===== src/design/positional_list_with_delete_unit_macros.svh =====
// ------------------------------------------------------------------------
// positional list with delete unit: assertion macros
// shared concurrent assertion forms, sampled on clk, quiet during reset
// ------------------------------------------------------------------------
`ifndef POSITIONAL_LIST_WITH_DELETE_UNIT_MACROS_SVH
`define POSITIONAL_LIST_WITH_DELETE_UNIT_MACROS_SVH

// consequent checked in the same cycle as the antecedent
`define PLD_ASSERT_SAME(label, ante, cons, msg) \
	label: assert property (@(posedge clk) disable iff (!arst_n) (ante) |-> (cons)) \
		else $error(msg);

// consequent checked in the cycle after the antecedent
`define PLD_ASSERT_NEXT(label, ante, cons, msg) \
	label: assert property (@(posedge clk) disable iff (!arst_n) (ante) |=> (cons)) \
		else $error(msg);

`endif


===== src/design/pld_pkg.sv =====
// ------------------------------------------------------------------------
// pld_pkg
// shared widths, operation, status and result kind codes, and the cell control bundle
// ------------------------------------------------------------------------
`timescale 1ns / 1ps

package pld_pkg;

	localparam int DEF_CAPACITY = 32;
	localparam int DATA_W       = 32;
	localparam int FUNC_W       = 3;
	localparam int POS_W        = 6;
	localparam int STATUS_W     = 2;
	localparam int ENTRY_W      = 6;

	// operation codes
	localparam logic [FUNC_W-1:0] FUNC_APPEND    = 3'd0;
	localparam logic [FUNC_W-1:0] FUNC_RM_FIRST  = 3'd1;
	localparam logic [FUNC_W-1:0] FUNC_RM_LAST   = 3'd2;
	localparam logic [FUNC_W-1:0] FUNC_RM_AT     = 3'd3;
	localparam logic [FUNC_W-1:0] FUNC_READ      = 3'd4;

	// status codes
	localparam logic [STATUS_W-1:0] STAT_OK      = 2'd0;
	localparam logic [STATUS_W-1:0] STAT_EMPTY   = 2'd1;
	localparam logic [STATUS_W-1:0] STAT_BAD_POS = 2'd2;
	localparam logic [STATUS_W-1:0] STAT_FULL    = 2'd3;

	// result kinds
	localparam logic KIND_STATUS = 1'b0;
	localparam logic KIND_ELEM   = 1'b1;

	// per-cell control: load wins over shift
	typedef struct packed {
		logic load;
		logic shift;
	} cell_ctl_t;

endpackage


===== src/design/pld_cell.sv =====
// ------------------------------------------------------------------------
// pld_cell
// one list slot: holds, takes its right neighbor, or loads broadcast data
// ------------------------------------------------------------------------
`timescale 1ns / 1ps

module pld_cell (
	input  logic                          clk,
	input  pld_pkg::cell_ctl_t            ctl,
	input  logic [pld_pkg::DATA_W-1:0]    load_data,
	input  logic [pld_pkg::DATA_W-1:0]    next_data,
	output logic [pld_pkg::DATA_W-1:0]    value
);

	logic [pld_pkg::DATA_W-1:0] value_q;

	// slot storage, no reset needed for payload
	always_ff @(posedge clk) begin
		priority if (ctl.load) begin
			value_q <= load_data;
		end else if (ctl.shift) begin
			value_q <= next_data;
		end else begin
			value_q <= value_q;
		end
	end

	assign value = value_q;

endmodule


===== src/design/positional_list_with_delete_unit.sv =====
// ------------------------------------------------------------------------
// positional_list_with_delete_unit
// bounded ordered list in a chain of cells with append, removals, read-out
// ------------------------------------------------------------------------
//  channel | direction | handshake          | payload
//  in      | input     | in_valid/in_stall  | func, item_value, position
//  out     | output    | out_valid/out_stall| kind, element_value, status,
//          |           |                    | entry_count, last
//
//  append and every removal are settled in the accept cycle: the cells load or
//  shift as needed (remove-last only lowers the count) and the status beat lands in the output register
//  read-out holds the input until every entry has been sent, one element per
//  cycle unless out_stall holds the output, as the chain rotates one slot toward the head
//  reset clears the count and control; slot contents need no clearing pass
//  while the output register is valid, out_stall holds it and raises input stall
// ------------------------------------------------------------------------
`timescale 1ns / 1ps
`include "positional_list_with_delete_unit_macros.svh"

module positional_list_with_delete_unit #(
	parameter int CAPACITY = pld_pkg::DEF_CAPACITY
) (
	input  logic                                  clk,
	input  logic                                  arst_n,
	input  logic                                  in_valid,
	output logic                                  in_stall,
	input  logic [pld_pkg::FUNC_W-1:0]            func,
	input  logic signed [pld_pkg::DATA_W-1:0]     item_value,
	input  logic [pld_pkg::POS_W-1:0]             position,
	output logic                                  out_valid,
	input  logic                                  out_stall,
	output logic                                  kind,
	output logic signed [pld_pkg::DATA_W-1:0]     element_value,
	output logic [pld_pkg::STATUS_W-1:0]          status,
	output logic [pld_pkg::ENTRY_W-1:0]           entry_count,
	output logic                                  last
);

	localparam int CNT_W = $clog2(CAPACITY + 1);
	localparam int CMP_W = (CNT_W > pld_pkg::ENTRY_W) ? CNT_W : pld_pkg::ENTRY_W;

	typedef enum logic [1:0] {
		ST_IDLE = 2'b01,
		ST_READ = 2'b10
	} state_t;

	state_t                         state_q;
	logic [CNT_W-1:0]               count_q;
	logic [CNT_W-1:0]               rd_cnt_q;
	logic                           out_valid_q;
	logic                           kind_q;
	logic [pld_pkg::DATA_W-1:0]     element_value_q;
	logic [pld_pkg::STATUS_W-1:0]   status_q;
	logic [pld_pkg::ENTRY_W-1:0]    entry_count_q;
	logic                           last_q;

	logic                           in_acc;
	logic                           out_free;
	logic                           rd_step;
	logic                           rd_last;
	logic                           do_append;
	logic                           do_rm_first;
	logic                           do_rm_at;
	logic                           resp_load;
	logic                           rd_start;
	logic [CNT_W-1:0]               cnt_d;
	logic [pld_pkg::STATUS_W-1:0]   st_d;
	logic [CMP_W-1:0]               pos_ext;
	logic [CMP_W-1:0]               cnt_ext;
	logic [CMP_W-1:0]               cnt_d_ext;
	logic [pld_pkg::DATA_W-1:0]     load_data;
	logic                           mut_acc;
	logic                           stat_out;
	logic                           elem_out;

	pld_pkg::cell_ctl_t             cell_ctl [CAPACITY];
	logic [pld_pkg::DATA_W-1:0]     cell_val [CAPACITY];
	logic [pld_pkg::DATA_W-1:0]     cell_nxt [CAPACITY];

	// handshake
	assign out_free = !out_valid_q || !out_stall;
	assign in_stall = (state_q != ST_IDLE) || (out_valid_q && out_stall);
	assign in_acc   = in_valid && !in_stall;
	assign rd_step  = (state_q == ST_READ) && out_free;
	assign rd_last  = ((rd_cnt_q + CNT_W'(1)) == count_q);

	assign pos_ext = CMP_W'(position);
	assign cnt_ext = CMP_W'(count_q);

	// decode the accepted beat: next count and status
	always_comb begin
		cnt_d       = count_q;
		st_d        = pld_pkg::STAT_OK;
		do_append   = 1'b0;
		do_rm_first = 1'b0;
		do_rm_at    = 1'b0;
		resp_load   = 1'b0;
		rd_start    = 1'b0;
		if (in_acc) begin
			unique case (func)
				pld_pkg::FUNC_APPEND: begin
					resp_load = 1'b1;
					if (count_q == CNT_W'(CAPACITY)) begin
						st_d = pld_pkg::STAT_FULL;
					end else begin
						do_append = 1'b1;
						cnt_d     = count_q + CNT_W'(1);
					end
				end
				pld_pkg::FUNC_RM_FIRST: begin
					resp_load = 1'b1;
					if (count_q == '0) begin
						st_d = pld_pkg::STAT_EMPTY;
					end else begin
						do_rm_first = 1'b1;
						cnt_d       = count_q - CNT_W'(1);
					end
				end
				pld_pkg::FUNC_RM_LAST: begin
					resp_load = 1'b1;
					if (count_q == '0) begin
						st_d = pld_pkg::STAT_EMPTY;
					end else begin
						cnt_d = count_q - CNT_W'(1);
					end
				end
				pld_pkg::FUNC_RM_AT: begin
					resp_load = 1'b1;
					if ((pos_ext == '0) || (pos_ext > cnt_ext)) begin
						st_d = pld_pkg::STAT_BAD_POS;
					end else begin
						do_rm_at = 1'b1;
						cnt_d    = count_q - CNT_W'(1);
					end
				end
				pld_pkg::FUNC_READ: begin
					if (count_q == '0) begin
						resp_load = 1'b1;
						st_d      = pld_pkg::STAT_EMPTY;
					end else begin
						rd_start = 1'b1;
					end
				end
				default: begin
				end
			endcase
		end
	end

	assign cnt_d_ext = CMP_W'(cnt_d);

	// broadcast data: new value on append, head value wraps to the tail on read
	assign load_data = rd_step ? cell_val[0] : item_value;

	// cell chain
	for (genvar g = 0; g < CAPACITY; g++) begin : g_cell
		if (g == CAPACITY - 1) begin : g_tail
			assign cell_nxt[g] = cell_val[g];
		end else begin : g_mid
			assign cell_nxt[g] = cell_val[g+1];
		end

		assign cell_ctl[g].load  = (do_append && (CNT_W'(g) == count_q))
			|| (rd_step && (CNT_W'(g + 1) == count_q));
		assign cell_ctl[g].shift = do_rm_first
			|| (do_rm_at && (CMP_W'(g + 1) >= pos_ext))
			|| (rd_step && (CNT_W'(g + 1) < count_q));

		pld_cell u_cell (
			.clk       (clk),
			.ctl       (cell_ctl[g]),
			.load_data (load_data),
			.next_data (cell_nxt[g]),
			.value     (cell_val[g])
		);
	end

	// count, read sequencer and output valid
	always_ff @(posedge clk or negedge arst_n) begin
		if (!arst_n) begin
			state_q     <= ST_IDLE;
			count_q     <= '0;
			rd_cnt_q    <= '0;
			out_valid_q <= 1'b0;
		end else begin
			count_q <= cnt_d;
			unique case (state_q)
				ST_IDLE: begin
					if (rd_start) begin
						state_q  <= ST_READ;
						rd_cnt_q <= '0;
					end
				end
				ST_READ: begin
					if (rd_step) begin
						rd_cnt_q <= rd_cnt_q + CNT_W'(1);
						if (rd_last) begin
							state_q <= ST_IDLE;
						end
					end
				end
				default: begin
					state_q <= ST_IDLE;
				end
			endcase
			if (resp_load || rd_step) begin
				out_valid_q <= 1'b1;
			end else if (out_free) begin
				out_valid_q <= 1'b0;
			end
		end
	end

	// output payload register
	always_ff @(posedge clk) begin
		if (resp_load) begin
			kind_q          <= pld_pkg::KIND_STATUS;
			element_value_q <= '0;
			status_q        <= st_d;
			entry_count_q   <= cnt_d_ext[pld_pkg::ENTRY_W-1:0];
			last_q          <= 1'b1;
		end else if (rd_step) begin
			kind_q          <= pld_pkg::KIND_ELEM;
			element_value_q <= cell_val[0];
			status_q        <= pld_pkg::STAT_OK;
			entry_count_q   <= cnt_ext[pld_pkg::ENTRY_W-1:0];
			last_q          <= rd_last;
		end
	end

	assign out_valid     = out_valid_q;
	assign kind          = kind_q;
	assign element_value = element_value_q;
	assign status        = status_q;
	assign entry_count   = entry_count_q;
	assign last          = last_q;

	// terms for the checks
	assign mut_acc  = in_acc && ((func == pld_pkg::FUNC_APPEND)
		|| (func == pld_pkg::FUNC_RM_FIRST) || (func == pld_pkg::FUNC_RM_LAST)
		|| (func == pld_pkg::FUNC_RM_AT));
	assign stat_out = out_valid_q && (kind_q == pld_pkg::KIND_STATUS) && last_q;
	assign elem_out = out_valid_q && (kind_q == pld_pkg::KIND_ELEM);

	// checks
	`PLD_ASSERT_SAME(a_count_bound, 1'b1, count_q <= CNT_W'(CAPACITY), "count above capacity")
	`PLD_ASSERT_SAME(a_read_blocks_in, state_q == ST_READ, in_stall, "input open during read-out")
	`PLD_ASSERT_NEXT(a_read_count_stable, state_q == ST_READ, $stable(count_q), "count moved")
	`PLD_ASSERT_NEXT(a_mutate_reply, mut_acc, stat_out, "missing status beat")
	`PLD_ASSERT_SAME(a_elem_ok, elem_out, status_q == pld_pkg::STAT_OK, "bad element status")

endmodule

===== config.mk =====
export PLATFORM = sky130hd
export DESIGN_NAME = positional_list_with_delete_unit
export DESIGN_NICKNAME = d
export VERILOG_FILES = /design/src/design/pld_pkg.sv /design/src/design/pld_cell.sv /design/src/design/positional_list_with_delete_unit.sv
export VERILOG_INCLUDE_DIRS = /design/src /design/src/design
export SDC_FILE = /design/constraint.sdc
export NUM_CORES = 2
export LEC_CHECK = 0
export BUFFER_PORTS_ARGS = -buffer_cell sky130_fd_sc_hd__buf_4
export CAP_MARGIN = 20
export CORE_MARGIN = 2
export CORE_UTILIZATION = 30
export CTS_CLUSTER_DIAMETER = 50
export DETAILED_ROUTE_END_ITERATION = 12
export SLEW_MARGIN = 15
export SYNTH_ARGS = -nofsm -noshare
export SYNTH_HDL_FRONTEND = slang
export SYNTH_SLANG_ARGS = --single-unit

===== constraint.sdc =====
create_clock -name clk -period 5.3 [get_ports clk]
set_input_delay 0.795 -clock clk [delete_from_list [all_inputs] [get_ports clk]]
set_output_delay 0.795 -clock clk [all_outputs]
set_load 0.02 [all_outputs]

# [Word level (Yosys, flattened, before mapping)]
# Cells that the tools add are included.
[classes] add_sub_neg=3 order_cmp=63 eq_ne=44 muxes=100 n_reduce_logical=272
[op_table] operator="32-bit 2-to-1 mux" n=63
[op_table] operator="1-bit logical AND" n=129
[op_table] operator="1-bit logical OR" n=98
[op_table] operator="5-bit by 6-bit == test with 1-bit output, first input constant" n=16
[op_table] operator="5-bit by 6-bit >= comparator with 1-bit output, first input constant" n=16
[op_table] operator="5-bit by 6-bit less-than comparator with 1-bit output, first input constant" n=16
[op_table] operator="2-bit nonzero test" n=34
[op_table] operator="4-bit by 6-bit == test with 1-bit output, first input constant" n=8
[op_table] operator="4-bit by 6-bit >= comparator with 1-bit output, first input constant" n=8
[op_table] operator="4-bit by 6-bit less-than comparator with 1-bit output, first input constant" n=8
[op_table] operator="6-bit 2-to-1 mux" n=8
[op_table] operator="3-bit by 6-bit == test with 1-bit output, first input constant" n=4
[op_table] operator="3-bit by 6-bit >= comparator with 1-bit output, first input constant" n=4
[op_table] operator="3-bit by 6-bit less-than comparator with 1-bit output, first input constant" n=4
[op_table] operator="6-bit case mux with 3 select lines" n=1
[op_table] operator="1-bit 2-to-1 mux" n=16
[op_table] operator="2-bit 2-to-1 mux" n=8
[op_table] operator="6-bit by 1-bit adder with 6-bit output, second input constant" n=2
[op_table] operator="2-bit by 6-bit == test with 1-bit output, first input constant" n=2
[op_table] operator="2-bit by 6-bit >= comparator with 1-bit output, first input constant" n=2
[op_table] operator="6-bit logical NOT" n=2
[op_table] operator="2-bit by 6-bit less-than comparator with 1-bit output, first input constant" n=2
[op_table] operator="6-bit case mux with 2 select lines" n=1
[op_table] operator="1-bit by 6-bit == test with 1-bit output, first input constant" n=1
[op_table] operator="23 further kinds" n=29
[word_totals] regBits=1081 input_bits=45 out_inout_bits=44 wordCells=523

# [Longest topological paths before layout]
[depth] depth_word=10 mapped_depth=13 ltp_nobuf=9

# [Hierarchy]
# From an unflattened synthesis, not the netlist that was laid out.
[unflattened] cells_unflattened=2798 area_unflattened_um2=52582.9
[by_module_without_submodules] mod="pld_cell" instances=32 cells_per_inst=69 area_per_inst_um2=1507.7 seq_area_each_um2=960.9
[by_module_without_submodules] mod="positional_list_with_delete_unit" instances=1 cells_per_inst=590 area_per_inst_um2=4336.7 seq_area_each_um2=1297.5

# [Least setup slack after synthesis]
# Ideal clock, no wire load.
[synth_timing] kind="register to register" from="register count_q[1], in the netlist cnt_ext[1]" to="register g_cell[19].u_cell.value_q, in the netlist g_cell[19].u_cell.value[0], enable pin" setup_time_ns=0.466 t_arrival_ns=4.659 required_ns=4.834 setup_slack_ns=0.176 path_stages_with_launch=11 path_buffers=3 synth_period_minus_slack_ns=5.124 cell_sequence="dfrtp_1 clkbuf_1 clkinv_1 ha_1 nor2b_1 o21bai_1 a21oi_1 or3_1 clkbuf_1 clkbuf_1 o21ai_0"
[synth_between] elab_chain_len=9 word_cells_on_any_way=24 classes_between="2 x order compare; 3 x eq/ne; 9 x mux; 10 x reduce/logical"
[synth_lines] item="start, declared" line_no="positional_list_with_delete_unit.sv:48" text="logic [CNT_W-1:0] count_q;"
[synth_lines] item="start signal, assigned" line_no="positional_list_with_delete_unit.sv:186" text="count_q <= cnt_d;"
[synth_lines] item="6-bit greater-than comparator" line_no="positional_list_with_delete_unit.sv:129" text="if ((pos_ext == '0) || (pos_ext > cnt_ext)) begin"
[synth_lines] item="1-bit logical OR" line_no="positional_list_with_delete_unit.sv:129"
[synth_lines] item="1-bit 2-to-1 mux" line_no="positional_list_with_delete_unit.sv:129"
[synth_lines] item="1-bit 2-to-1 mux" line_no="positional_list_with_delete_unit.sv:100" text="unique case (func)"
[synth_lines] item="1-bit 2-to-1 mux" line_no="positional_list_with_delete_unit.sv:99" text="if (in_acc) begin"
[synth_lines] item="1-bit logical AND" line_no="positional_list_with_delete_unit.sv:166" text="|| (do_rm_at && (CMP_W'(g + 1) >= pos_ext))"
[synth_lines] item="1-bit logical OR" line_no="positional_list_with_delete_unit.sv:166"
[synth_lines] item="1-bit logical OR" line_no="positional_list_with_delete_unit.sv:167" text="|| (rd_step && (CNT_W'(g + 1) < count_q));"
[synth_lines] item="2-bit nonzero test (no line) (*)"
[synth_lines] item="end signal, assigned" line_no="pld_cell.sv:20" text="value_q <= load_data;"
[synth_lines] item="end signal, assigned" line_no="pld_cell.sv:22" text="value_q <= next_data;"
[synth_lines] item="end signal, assigned" line_no="pld_cell.sv:24" text="value_q <= value_q;"
[synth_lines] item="end, declared" line_no="pld_cell.sv:15" text="logic [pld_pkg::DATA_W-1:0] value_q;"
# Every way passes the cells marked *; elsewhere a longest branch is shown, timed or not.
# A chain may end at the register's enable or synchronous reset.

# [Final worst setup path]
[layout_timing] from="register count_q[0], in the netlist cnt_ext[0]" to="register g_cell[8].u_cell.value_q, in the netlist g_cell[8].u_cell.value[3], enable pin"
[layout_between] elab_chain_len=9 word_cells_on_any_way=24 classes_between="2 x order compare; 3 x eq/ne; 9 x mux; 10 x reduce/logical"
[layout_lines] item="6-bit greater-than comparator" line_no="positional_list_with_delete_unit.sv:129"
[layout_lines] item="1-bit logical OR" line_no="positional_list_with_delete_unit.sv:129"
[layout_lines] item="1-bit 2-to-1 mux" line_no="positional_list_with_delete_unit.sv:129"
[layout_lines] item="1-bit 2-to-1 mux" line_no="positional_list_with_delete_unit.sv:100"
[layout_lines] item="1-bit 2-to-1 mux" line_no="positional_list_with_delete_unit.sv:99"
[layout_lines] item="1-bit logical AND" line_no="positional_list_with_delete_unit.sv:166"
[layout_lines] item="1-bit logical OR" line_no="positional_list_with_delete_unit.sv:166"
[layout_lines] item="1-bit logical OR" line_no="positional_list_with_delete_unit.sv:167"
[layout_lines] item="2-bit nonzero test (no line) (*)"
[layout_lines] item="end signal, assigned" line_no="pld_cell.sv:20"
[layout_lines] item="end signal, assigned" line_no="pld_cell.sv:22"
[layout_lines] item="end signal, assigned" line_no="pld_cell.sv:24"
[layout_lines] item="end, declared" line_no="pld_cell.sv:15"
# Marked as above.

==> metrics list <==
- In the final design database the tool counted 3932 nets.
- DP Worst Slack: 1220 ps
* Largest net degree at the start of global routing: 66
- The clock drives 1081 sinks.
* Initial standard-cell utilization of the core: 0.3019
* 1st-pass router iterations: 5
- STA classifies the critical path endpoint as a flip-flop.
- Setup repair after global routing left no endpoint under its margin.
* Core Rows: 142
- The worst hold path was traced through 3 stages.
- The H-tree was split into 3 levels.
- Buffers on Ports: 88
* Worst vdd rail ir drop: 0.2484 mV
- Met1 track utilization from global routing: 0.2195
* Global-route wire length before repair: 187200 µm
- The clock period could shrink to 4048 ps.
- For this design the static power due to leakage is 18.21 nW.
- Leaving out fill and tap cells, the most frequent cells in the layout are edfxtp_1 (1032), nor2_1 (681), a21oi_1 (664).
- Buffer type at the clock tree root: clkbuf_16
- With fillers left out, the area of the finished cells amounts to 52760 µm².
- Post-synth ARST share: 0.01388
* Critical path required time: 5730 ps
* Number of buffers inserted by post-CTS setup repair: 0
* Netlist area before placement: 45220 µm²
- The later pin in the worst-skew pair is clocked with a latency of 740 ps.
- Detail-routed net length per standard cell: 21.01 µm
- CTS tree: built
* Number of enable flip-flop cells after synthesis: 1032
- Remaining design rule violation count: 0
- Counting cells, the worst reg-to-reg path comes to 12.
- Setup slack on the critical path of the routed design comes to 1252 ps.
- Counting every net in the synthesized netlist gives 3949.
- After clock tree synthesis, the flow added hold-fix buffers numbering 1.
* Global routing's busiest layer: met2
* Run status: complete, no violations
* GR met3 Demand/Resource: 0.02537
- After clock tree synthesis, the repair step resized 0 gates.
- In this run, placement finished with an instance count of 5770.
* Clk buf depth: 3
* Min-delay src: item_value[11]
- Die Height: 392.2 µm
* Clock transition at the register clock pins on the worst setup and hold paths after CTS: 60 ps
* Placed cell area: 48860 µm²
* Remaining global-route overflow: 0
- Maximum fanout count along the critical path: 65
* Top flip-flop cell by instance count after synthesis: edfxtp_1
* Share of synthesized area occupied by flip-flops and latches: 0.7087
* Count of endpoints failing hold in the final timing report: 0
* Via count of the first global-routing pass: 28690
- The final max-slew violation count is 0.
- Floorplan die width: 392.2 µm
- In the routed layout, each cell is associated on average with a via count of 5.024.
* Critical path launch point: cnt_ext[0]$_DFF_PN0_
- Count of boundary I/O pins: 89
* Post-synthesis sequential element count: 1081
* Unique cell type count in the Yosys netlist: 67
- In this run the tightest slew margin relative to its limit is 0.2590.
- Dividing total power by cell area gives a power density of 372.5 nW/µm².
- In the global route stage, overall resource usage came out at 0.1618.
- Synthesis produced 3893 cells.
* Critical path arrival: 4480 ps
- Class of the most critical setup path: flip-flop to flip-flop
- In the final layout, the share of cells above drive strength 1 is 0.1223.
* Fmax: 247.1 MHz
- The first routing iteration left 2954 violations.
- The startpoint identified for the worst register-to-register timing path is cnt_ext[0]$_DFF_PN0_.
* Overall via count from detail_route: 30100
- Setup-violating endpoint count in the final report: 0
- Endpoint of the worst-slack reg-to-reg timing path: g_cell[8].u_cell.value[3]$_DFFE_PP_
- Dividing the synthesized area by the synthesized cell count gives 11.62 µm².
- The worst setup path is launched from a flip-flop.
* Sum of negative setup slack: 0 ps
- Core Footprint: 149800 µm²
- The die covers 153900 µm².
* Global placer's final weighted congestion: 0.9461
* Fill count: 14650
- Measured on the finished design, the core utilization comes to 0.3522.
- Overall power: 19.65 mW
- For flop-to-flop paths, the worst setup slack is 1250 ps.
- Leaving out fill and tap cells, the most frequent cell in the layout is edfxtp_1.
- Final HPWL DP: 82870 µm
- The detail route stage leaves a number of antenna-violating nets equal to 0.
- CTS buffer count: 118
- Met2 Track Usage GR: 0.2677
* Total length of routed wires: 125800 µm
- Yosys printed 0 warnings.
* Clock skew after layout: 56.57 ps
* Max-cap check violation count: 0
* Worst Max-Slew Pin Slew: 1088 ps
* Hold Path Sink: g_cell[31].u_cell.value[11]$_DFFE_PP_
* Min-delay worst type: input port to flip-flop
* Worst hold slack: 436.9 ps
- Post-layout instance count excluding filler cells: 5990
* Final critical-path share of the clock period: 0.7637
* Antenna violations before repair: 9
* Layout area overhead: 16.67%
cells in the mapped netlist (all sizes together), types with 2 or more instances:
cell type,instances,area [µm²]
a22oi,3,22.52
buf,169,820.8
a31oi,8,50.05
dfxtp,34,680.7
nor3,12,65.06
o32ai,5,51.30
o21ai,397,1987
nor2b,12,75.07
and2,6,37.54
o22ai,7,56.30
nand3,26,130.1
o31ai,2,15.01
nor2,694,2615
inv,45,168.9
edfxtp,1032,30990
or3,7,48.80
o21bai,2,15.01
a21boi,2,15.01
ha,11,137.6
o2111ai,4,35.03
nand4,5,31.28
clkbuf,182,683.2
or4,2,15.01
or3b,2,17.52
o21a,7,52.55
nand2,402,1509
a211oi,10,75.07
dfrtp,14,350.3
xor2,3,26.28
xnor2,10,87.58
a21oi,664,3323
o22a,2,17.52
clkinv,2,7.510
o211ai,6,45.04
mux2i,33,330.3
a22o,32,280.3
a32oi,4,50.05
and3,9,56.30
a21o,6,45.04
and4,4,35.03
state kept, by name (all words and copies together) (netlist names):
name                 count
status                   2
g_cell.u_cell.value   1024
element_value           32
cnt_ext                  6
out_valid                1
entry_count              6
last                     1
rd_cnt_q                 6
state_q                  2
kind                     1
final cells by class:
cell class / instances / area (µm²) / share of cell area
antenna: 1 / 2.502 / 0.00004743
clock buffer: 142 / 3084 / 0.05846
clock inverter: 75 / 770.7 / 0.01461
inverter: 47 / 176.4 / 0.003344
multi-input combinational: 2414 / 12370 / 0.2345
sequential: 1081 / 32050 / 0.6074
tap: 2016 / 2522 / 0.04781
timing repair buffer: 214 / 1782 / 0.03377
per-layer routing:
layer	wire length [µm]	vias to the layer above
met3	7860	180
li1	-	13910
met2	60680	839
met5	13	-
met4	2748	2
met1	54530	15170
power by group:
group          total [mW]  switching, mW  internal (mW)
logic                1.65           1.21          0.441
registers            9.79          0.113           9.67
clock network        8.22           3.51           4.71
worst max-delay path: stages (launching register included):
cell and delay (ps):
dfrtp_1 360, buf_4 190, inv_1 140, ha_1 190, nor3b_4 360, nand3_1 570, a32oi_2 710, buf_4 260
nor2_4 50, buf_12 190, nor3_1 330, o21ai_4 80, buf_4 270
how the worst max path moves through the flow:
stage / end / cells after the start
3_5_place_dp: g_cell[19].u_cell.value[12]$_DFFE_PP_ / 9
5_1_grt: g_cell[8].u_cell.value[20]$_DFFE_PP_ / 12
4_1_cts: g_cell[8].u_cell.value[6]$_DFFE_PP_ / 12
6_report: g_cell[8].u_cell.value[3]$_DFFE_PP_ / 12
2_1_floorplan: g_cell[19].u_cell.value[0]$_DFFE_PP_ / 10
3_3_place_gp: g_cell[19].u_cell.value[6]$_DFFE_PP_ / 9
cells by family after synthesis:
family,synth area share
and+or+nand+nor,0.1035
AOI/OAI and AO/OA,0.1377
DFF,0.7087
buffers and inverters,0.03716
muxes,0.007305
xor gates and xnor gates,0.002518
adders and majority gates,0.003044
Note: power is estimated with default switching activity, not from simulation.
